`src/rtl/lkvc_pkg.sv`:
```
// Shared constants and types for the LRU key-value cache.
`default_nettype none

package lkvc_pkg;

    // Number of cells in the cache
    localparam int ENTRIES = 16;
    // Cell index and age rank width
    localparam int IDX_W   = (ENTRIES > 1) ? $clog2(ENTRIES) : 1;
    // Fill count width, holds 0..ENTRIES
    localparam int CNT_W   = $clog2(ENTRIES + 1);
    localparam int CAP_W   = 5;
    localparam int KEY_W   = 32;
    localparam int VAL_W   = 32;

    localparam logic [CAP_W-1:0] CAP_RESET  = CAP_W'(16);
    localparam logic [VAL_W-1:0] MISS_VALUE = {VAL_W{1'b1}};

    // Operation kinds
    localparam logic KIND_GET = 1'b0;
    localparam logic KIND_PUT = 1'b1;

    // Write request into the key/value store
    typedef struct packed {
        logic                    we;
        logic [IDX_W-1:0]        addr;
        logic signed [KEY_W-1:0] key;
        logic signed [VAL_W-1:0] value;
    } ram_wr_t;

endpackage

`default_nettype wire

```
`src/rtl/lru_key_value_cache.sv`:
```
// A get first runs the key scan, which walks the cells one per cycle through a
// single compare unit and stops at the first hit; a hit passes through ST_TOUCH
// to update the ranks, and the result word in ST_RESP waits on m_tready.
// A put holds the block through the scan and the update or insert and returns no word.
// Only one item is in flight: the next word is accepted only after an item
// completes, and s_tready is high only between items.
// Reset (rst_n low, asynchronous): all cells invalid, ranks and count zero, capacity 16.
`default_nettype none

module lru_key_value_cache (
    input  wire                         clk,
    input  wire                         rst_n,
    // Configuration: capacity register
    input  wire                         cfg_we,
    input  wire  [lkvc_pkg::CAP_W-1:0]  cfg_data,
    // Input stream
    input  wire                         s_tvalid,
    output logic                        s_tready,
    input  wire  [63:0]                 s_tdata,   // [31:0] key, [63:32] value
    input  wire                         s_tuser,   // kind
    // Result stream
    output logic                        m_tvalid,
    input  wire                         m_tready,
    output logic [31:0]                 m_tdata,   // [31:0] read_value
    output logic                        m_tuser    // hit
);
    import lkvc_pkg::*;

    localparam logic [2:0] ST_IDLE   = 3'd0;
    localparam logic [2:0] ST_SCAN   = 3'd1;
    localparam logic [2:0] ST_TOUCH  = 3'd2;
    localparam logic [2:0] ST_INSERT = 3'd3;
    localparam logic [2:0] ST_RESP   = 3'd4;

    // Control state
    logic [2:0]             state_reg, state_next;
    logic [CAP_W-1:0]       capacity_reg;
    logic [ENTRIES-1:0]     valid_reg, valid_next;
    logic [IDX_W-1:0]       rank_reg [ENTRIES];
    logic [IDX_W-1:0]       rank_next [ENTRIES];
    logic [CNT_W-1:0]       count_reg, count_next;
    logic                   issue_on_reg, issue_on_next;
    logic                   cmp_valid_reg, cmp_valid_next;
    logic                   best_found_reg, best_found_next;
    logic                   free_found_reg, free_found_next;
    logic                   out_valid_reg, out_valid_next;

    // Payload state
    logic                   kind_reg, kind_next;
    logic signed [KEY_W-1:0] key_reg, key_next;
    logic signed [VAL_W-1:0] val_reg, val_next;
    logic [IDX_W-1:0]       issue_idx_reg, issue_idx_next;
    logic [IDX_W-1:0]       cmp_idx_reg, cmp_idx_next;
    logic [IDX_W-1:0]       best_idx_reg, best_idx_next;
    logic [IDX_W-1:0]       best_rank_reg, best_rank_next;
    logic [IDX_W-1:0]       free_idx_reg, free_idx_next;
    logic [IDX_W-1:0]       hit_idx_reg, hit_idx_next;
    logic                   resp_hit_reg, resp_hit_next;
    logic signed [VAL_W-1:0] resp_val_reg, resp_val_next;
    logic                   out_hit_reg, out_hit_next;
    logic [VAL_W-1:0]       out_val_reg, out_val_next;

    // Store interface
    ram_wr_t                ram_wr;
    logic                   ram_rd_en;
    logic signed [KEY_W-1:0] ram_rd_key;
    logic signed [VAL_W-1:0] ram_rd_value;

    // Insert decision
    logic [CNT_W-1:0]       cap_sat;
    logic                   evict;
    logic                   insert_ok;
    logic [IDX_W-1:0]       slot;
    logic                   key_match;

    lkvc_ram u_ram (
        .clk      (clk),
        .wr       (ram_wr),
        .rd_en    (ram_rd_en),
        .rd_addr  (issue_idx_reg),
        .rd_key   (ram_rd_key),
        .rd_value (ram_rd_value)
    );

    // Capacity saturates at the cell count
    always_comb
    begin
        if (int'(capacity_reg) > ENTRIES)
            cap_sat = CNT_W'(ENTRIES);
        else
            cap_sat = CNT_W'(capacity_reg);
    end

    assign evict     = (count_reg >= cap_sat) && best_found_reg;
    assign insert_ok = (cap_sat != '0) && (evict || free_found_reg);
    assign slot      = evict ? best_idx_reg : free_idx_reg;
    assign key_match = valid_reg[cmp_idx_reg] && (ram_rd_key == key_reg);

    // Sequencer
    always_comb
    begin
        state_next      = state_reg;
        valid_next      = valid_reg;
        rank_next       = rank_reg;
        count_next      = count_reg;
        issue_on_next   = issue_on_reg;
        cmp_valid_next  = cmp_valid_reg;
        best_found_next = best_found_reg;
        free_found_next = free_found_reg;
        kind_next       = kind_reg;
        key_next        = key_reg;
        val_next        = val_reg;
        issue_idx_next  = issue_idx_reg;
        cmp_idx_next    = cmp_idx_reg;
        best_idx_next   = best_idx_reg;
        best_rank_next  = best_rank_reg;
        free_idx_next   = free_idx_reg;
        hit_idx_next    = hit_idx_reg;
        resp_hit_next   = resp_hit_reg;
        resp_val_next   = resp_val_reg;
        out_hit_next    = out_hit_reg;
        out_val_next    = out_val_reg;
        out_valid_next  = out_valid_reg && !m_tready;
        ram_rd_en       = 1'b0;
        ram_wr.we       = 1'b0;
        ram_wr.addr     = hit_idx_reg;
        ram_wr.key      = key_reg;
        ram_wr.value    = val_reg;

        case (state_reg)
            ST_IDLE:
            begin
                if (s_tvalid)
                begin
                    kind_next       = s_tuser;
                    key_next        = s_tdata[31:0];
                    val_next        = s_tdata[63:32];
                    issue_idx_next  = '0;
                    issue_on_next   = 1'b1;
                    cmp_valid_next  = 1'b0;
                    best_found_next = 1'b0;
                    free_found_next = 1'b0;
                    state_next      = ST_SCAN;
                end
            end

            ST_SCAN:
            begin
                // Issue one cell read per cycle
                cmp_valid_next = issue_on_reg;
                cmp_idx_next   = issue_idx_reg;
                if (issue_on_reg)
                begin
                    ram_rd_en = 1'b1;
                    if (issue_idx_reg == IDX_W'(ENTRIES - 1))
                        issue_on_next = 1'b0;
                    else
                        issue_idx_next = issue_idx_reg + 1'b1;
                end
                // Compare the cell read last cycle
                if (cmp_valid_reg)
                begin
                    if (key_match)
                    begin
                        hit_idx_next   = cmp_idx_reg;
                        resp_val_next  = ram_rd_value;
                        issue_on_next  = 1'b0;
                        cmp_valid_next = 1'b0;
                        state_next     = ST_TOUCH;
                    end
                    else
                    begin
                        if (valid_reg[cmp_idx_reg] &&
                            (!best_found_reg || rank_reg[cmp_idx_reg] > best_rank_reg))
                        begin
                            best_found_next = 1'b1;
                            best_idx_next   = cmp_idx_reg;
                            best_rank_next  = rank_reg[cmp_idx_reg];
                        end
                        if (!valid_reg[cmp_idx_reg] && !free_found_reg)
                        begin
                            free_found_next = 1'b1;
                            free_idx_next   = cmp_idx_reg;
                        end
                        if (cmp_idx_reg == IDX_W'(ENTRIES - 1))
                        begin
                            cmp_valid_next = 1'b0;
                            if (kind_reg == KIND_PUT)
                                state_next = ST_INSERT;
                            else
                            begin
                                resp_hit_next = 1'b0;
                                resp_val_next = MISS_VALUE;
                                state_next    = ST_RESP;
                            end
                        end
                    end
                end
            end

            ST_TOUCH:
            begin
                // Younger cells age by one, hit cell becomes most recent
                for (int i = 0; i < ENTRIES; i++)
                begin
                    if (valid_reg[i] && (rank_reg[i] < rank_reg[hit_idx_reg]))
                        rank_next[i] = rank_reg[i] + 1'b1;
                end
                rank_next[hit_idx_reg] = '0;
                if (kind_reg == KIND_PUT)
                begin
                    ram_wr.we  = 1'b1;
                    state_next = ST_IDLE;
                end
                else
                begin
                    resp_hit_next = 1'b1;
                    state_next    = ST_RESP;
                end
            end

            ST_INSERT:
            begin
                // Evict the oldest or fill the lowest free cell; nothing is stored at capacity zero
                if (insert_ok)
                begin
                    for (int i = 0; i < ENTRIES; i++)
                    begin
                        if (valid_reg[i] && !(evict && (IDX_W'(i) == slot)))
                            rank_next[i] = rank_reg[i] + 1'b1;
                    end
                    rank_next[slot]  = '0;
                    valid_next[slot] = 1'b1;
                    if (!evict)
                        count_next = count_reg + 1'b1;
                    ram_wr.we   = 1'b1;
                    ram_wr.addr = slot;
                end
                state_next = ST_IDLE;
            end

            ST_RESP:
            begin
                if (!out_valid_reg || m_tready)
                begin
                    out_valid_next = 1'b1;
                    out_hit_next   = resp_hit_reg;
                    out_val_next   = resp_val_reg;
                    state_next     = ST_IDLE;
                end
            end

            default:
            begin
                state_next = ST_IDLE;
            end
        endcase
    end

    // Control registers
    always_ff @(posedge clk or negedge rst_n)
    begin
        if (!rst_n)
        begin
            state_reg      <= ST_IDLE;
            capacity_reg   <= CAP_RESET;
            valid_reg      <= '0;
            count_reg      <= '0;
            issue_on_reg   <= 1'b0;
            cmp_valid_reg  <= 1'b0;
            best_found_reg <= 1'b0;
            free_found_reg <= 1'b0;
            out_valid_reg  <= 1'b0;
            for (int i = 0; i < ENTRIES; i++)
                rank_reg[i] <= '0;
        end
        else
        begin
            state_reg      <= state_next;
            if (cfg_we)
                capacity_reg <= cfg_data;
            valid_reg      <= valid_next;
            count_reg      <= count_next;
            issue_on_reg   <= issue_on_next;
            cmp_valid_reg  <= cmp_valid_next;
            best_found_reg <= best_found_next;
            free_found_reg <= free_found_next;
            out_valid_reg  <= out_valid_next;
            rank_reg       <= rank_next;
        end
    end

    // Payload registers
    always_ff @(posedge clk)
    begin
        kind_reg      <= kind_next;
        key_reg       <= key_next;
        val_reg       <= val_next;
        issue_idx_reg <= issue_idx_next;
        cmp_idx_reg   <= cmp_idx_next;
        best_idx_reg  <= best_idx_next;
        best_rank_reg <= best_rank_next;
        free_idx_reg  <= free_idx_next;
        hit_idx_reg   <= hit_idx_next;
        resp_hit_reg  <= resp_hit_next;
        resp_val_reg  <= resp_val_next;
        out_hit_reg   <= out_hit_next;
        out_val_reg   <= out_val_next;
    end

    assign s_tready = (state_reg == ST_IDLE);
    assign m_tvalid = out_valid_reg;
    assign m_tuser  = out_hit_reg;
    assign m_tdata  = out_val_reg;

endmodule

`default_nettype wire

```
`src/rtl/lkvc_ram.sv`:
```
// Key and value storage for the cache cells, one write and one read port.
`default_nettype none

module lkvc_ram (
    input  wire                            clk,
    input  lkvc_pkg::ram_wr_t              wr,
    input  wire                            rd_en,
    input  wire  [lkvc_pkg::IDX_W-1:0]     rd_addr,
    output logic signed [lkvc_pkg::KEY_W-1:0] rd_key,
    output logic signed [lkvc_pkg::VAL_W-1:0] rd_value
);
    import lkvc_pkg::*;

    logic [KEY_W-1:0] key_mem   [ENTRIES];
    logic [VAL_W-1:0] value_mem [ENTRIES];

    // Write port
    always_ff @(posedge clk)
    begin
        if (wr.we)
        begin
            key_mem[wr.addr]   <= wr.key;
            value_mem[wr.addr] <= wr.value;
        end
    end

    // Registered read port
    always_ff @(posedge clk)
    begin
        if (rd_en)
        begin
            rd_key   <= key_mem[rd_addr];
            rd_value <= value_mem[rd_addr];
        end
    end

endmodule

`default_nettype wire

```
`config.mk`:
```
export PLATFORM = sky130hd
export DESIGN_NAME = lru_key_value_cache
export DESIGN_NICKNAME = d
export VERILOG_FILES = /design/src/rtl/lkvc_pkg.sv /design/src/rtl/lru_key_value_cache.sv /design/src/rtl/lkvc_ram.sv
export SDC_FILE = /design/constraint.sdc
export NUM_CORES = 2
export LEC_CHECK = 0
export ABC_AREA = 1
export BUFFER_PORTS_ARGS = -buffer_cell sky130_fd_sc_hd__buf_2
export CAP_MARGIN = 20
export CORE_MARGIN = 5
export CORE_UTILIZATION = 41
export DETAILED_ROUTE_END_ITERATION = 12
export REMOVE_ABC_BUFFERS = 1
export SLEW_MARGIN = 20
export SYNTH_ARGS = -nofsm -noshare
export SYNTH_HDL_FRONTEND = slang
export SYNTH_SLANG_ARGS = --single-unit
```
`constraint.sdc`:
```
create_clock -name clk -period 15.5 [get_ports clk]
set_clock_uncertainty 0.15 [all_clocks]
set_input_delay 3.1 -clock clk [delete_from_list [all_inputs] [get_ports clk]]
set_output_delay 3.1 -clock clk [all_outputs]
set_load 0.02 [all_outputs]
```
==> results.md <==
* Status: completed
* H-tree depth at 4
* Final #Nets at 4462
* Register area share after synthesis at 72.1%
* Reg-to-reg startpoint: capacity_reg[4]
* Worst-path clk slew at 0.06 ns
* Fin area at 62100 µm²
* Post-DP Area at 57500 µm²
* Clock latency at the later pin of the worst-skew pair at 0.77 ns
* Synthesized flop and latch total at 1341
* Number of buffers created by CTS at 142
* Rel. slew slack at 21.2%
* Initial antenna violation count at 0
* Detailed-route via count at 33900
* Fill cell count at 11700
* Clk root buf: clkbuf_16
* Total gr overflow at 0
* Hold Crit Class: flop to flop
* Crit path largest cell delay at 0.43 ns
* Postcts setup bufs at 0
* Area occupied by multi-input gates at 13900 µm²
* Post-CTS sizing at 0
* Diode count at 0
* CTS tree: built
* Layout cells sized above 1 at 10.2%
* I/O Buffers at 109
* DRC Markers at 0
* Via density at 5.48
* Sink Count at 1341
* Post-route minimum period at 5.09 ns
* Hold Path Sink: m_tdata[15]
* Routed WL at 133 mm
* Pin count of the biggest net entering global routing at 241
* R2R depth at 15
* Avg Inst Size Synth at 13.0 µm²
* Synth Cell Area at 55200 µm²
* Reg area at 39800 µm²
* Gpl congestion at 0.833
* Async S/R FF share, synth at 7.31%
* First-pass DRT Iterations at 5
* IO Count at 110
* Layout Cells excl Fill at 6193
* Synthesis-to-layout area growth at 12.6%
* Slew @ Worst Pin at 1.18 ns
* Die H at 377 µm
* Starting Density at 41.3%
* DP Cell Count at 5936
* Crit. End Element: output pin
* GRT Resource Usage Total at 18.5%
* Total die area at 142000 µm²
* Post-route ant nets at 0
* Die Wd at 377 µm
* DR iter-0 viols at 3118
* Max_cap viols at 0
* Deepest clock path buffer count at 3
* Hold Path Cell Cnt at 0
* Reg2reg end: u_ram.value_mem[15][18]
* Fmax at 196 MHz
* Worst reg-to-reg setup slack at 10.54 ns
* Ys flop type: edfxtp_1
* Worst vdd ir at 0.000367 V
* Core area at 134000 µm²
* Required time of the critical path at 12.25 ns
* CTS Hold Bufs at 0
* Finish-stage setup viols at 0
* Rows at 134
* Vias in the first global route at 32800
* Final Hold Fails at 0
* Top cell by count, worst path: nor2_1
* Pwr Density at 172 nW/µm²
* Slowest CP cell: dfrtp_1
* Period utilization at 32.9%
* Post-synth EDFFs at 1243
* HP Start: resp_val_reg[15]
* RSZ-0062 raised after global routing: false
* Warnings, synthesis at 0
* Crit Path Max Fanout at 4
* Leak pwr at 21.9 nW
* Critical Path AT at 1.84 ns
* Final Max Slew Viols at 0
* Yosys cell types at 48
* First-pass GRT wire length at 202 mm
* Crit-path cells: nor2_1, inv_1, nor2_1, buf_2
* CP Launch Type: flop
* Synth Instances at 4239
* Worst setup path category: flop to output pin
* Wire length per cell at 21.5 µm
* HPWL Detailed at 71.4 mm
-- cells in the final DEF (no fill, tap or decap), drive strengths merged --
cell type	synthesis	final
dfrtp	97	97
o21ai	349	349
xnor2	7	7
nor2	641	641
a21oi	50	50
and3	1	1
a22o	2	2
mux2	1	1
o211ai	43	43
a31oi	5	5
o221ai	102	102
a21o	1	1
buf	87	166
nand3b	1	1
or2	37	37
bufinv	0	10
xor2	54	54
a21boi	2	2
nand4	6	6
a211oi	16	16
clkinv	0	65
a22oi	10	10
mux2i	100	100
clkbuf	150	177
nor3	7	7
nand2	551	551
nand3	262	262
o22ai	4	4
a311o	1	1
edfxtp	1243	1243
nor4	1	1
a221oi	3	3
clkinvlp	0	1
inv	172	176
dfstp	1	1
ha	75	75
o32ai	157	157
-- worst max path at each step --
stage | cells after the start | end | slack, ns | from
finish | 4 | s_tready | 10.41 | state_reg[2]
global route | 15 | u_ram.key_mem[15][0] | 10.23 | capacity_reg[4]
CTS | 4 | s_tready | 10.33 | state_reg[2]
detailed placement | 4 | val_reg[21] | 10.37 | s_tvalid
global placement | 4 | val_reg[8] | 10.39 | s_tvalid
floorplan | 5 | u_ram.rd_key[0] | -5.12 | issue_idx_reg[0]
-- synth_stat cells (all sizes together), types with 5 or more instances --
master / count / area (µm²)
o21ai: 349 / 1750
inv: 172 / 648
mux2i: 100 / 1000
nor2: 641 / 2420
buf: 87 / 498
nand2: 551 / 2200
xor2: 54 / 473
o32ai: 157 / 1380
o221ai: 102 / 893
nor3: 7 / 40.0
clkbuf: 150 / 563
edfxtp: 1243 / 37300
xnor2: 7 / 61.3
a211oi: 16 / 120
o211ai: 43 / 323
nand3: 262 / 1330
a21oi: 50 / 250
ha: 75 / 938
nand4: 6 / 37.5
a31oi: 5 / 31.3
or2: 37 / 231
a22oi: 10 / 75.1
dfrtp: 97 / 2430
-- final cells by class --
class                   count  share of cell area (%)
inverters                 172                    1.07
well taps                1768                    3.56
multi-input cells        2489                    22.3
clock inverters            80                    1.32
repair buffers            166                    1.67
clock buffers             177                    6.03
flip-flops and latches   1341                    64.0
-- worst max-delay path, delay by kind of cell (launching register included) --
| family | cells | cell delay (ns) |
|---|---|---|
| flops | 1 | 0.43 |
| buf+inv | 2 | 0.29 |
| simple gates | 2 | 0.36 |
-- layer usage --
layer / wire length [µm] / track usage, % / vias up
li1: - / - / 15700
met5: 0 / 0 / -
met4: 2900 / 4.90 / 0
met2: 61900 / 29.7 / 993
met1: 60000 / 26.0 / 17000
met3: 8460 / 3.76 / 200
-- logic make-up after synthesis --
logic type | after synthesis | share of synthesized area, %
and+or+nand+nor | 1507 | 11.4
DFF | 1341 | 72.1
AOI/OAI and AO/OA | 745 | 8.92
buffers and inverters | 409 | 3.10
muxes | 101 | 1.83
adders and majority gates | 75 | 1.70
xor gates and xnor gates | 61 | 0.968
-- power by group --
group	internal (W)	leakage, nW	switching, W
Sequential	0.00436	12.6	0.000202
Clock	0.00190	2.23	0.00140
Combinational	0.000827	7.12	0.00199
Total	0.00709	21.9	0.00359
-- stage by stage --
stage / hold WS (ns) / util [%] / TNS, ns / total power, W / setup WS, ns
floorplan: 0.250 / - / -324.68 / 0.00674 / -5.12
global placement: 0.251 / 43.0 / 0 / 0.00742 / 10.39
detailed placement: 0.255 / 43.1 / 0 / 0.00746 / 10.37
CTS: 0.264 / 46.5 / 0 / 0.0108 / 10.33
global route: 0.270 / 46.5 / 0 / 0.0112 / 10.23
finish: 0.262 / 46.5 / 0 / 0.0107 / 10.41
No activity file was read; power rests on OpenSTA's default activity.
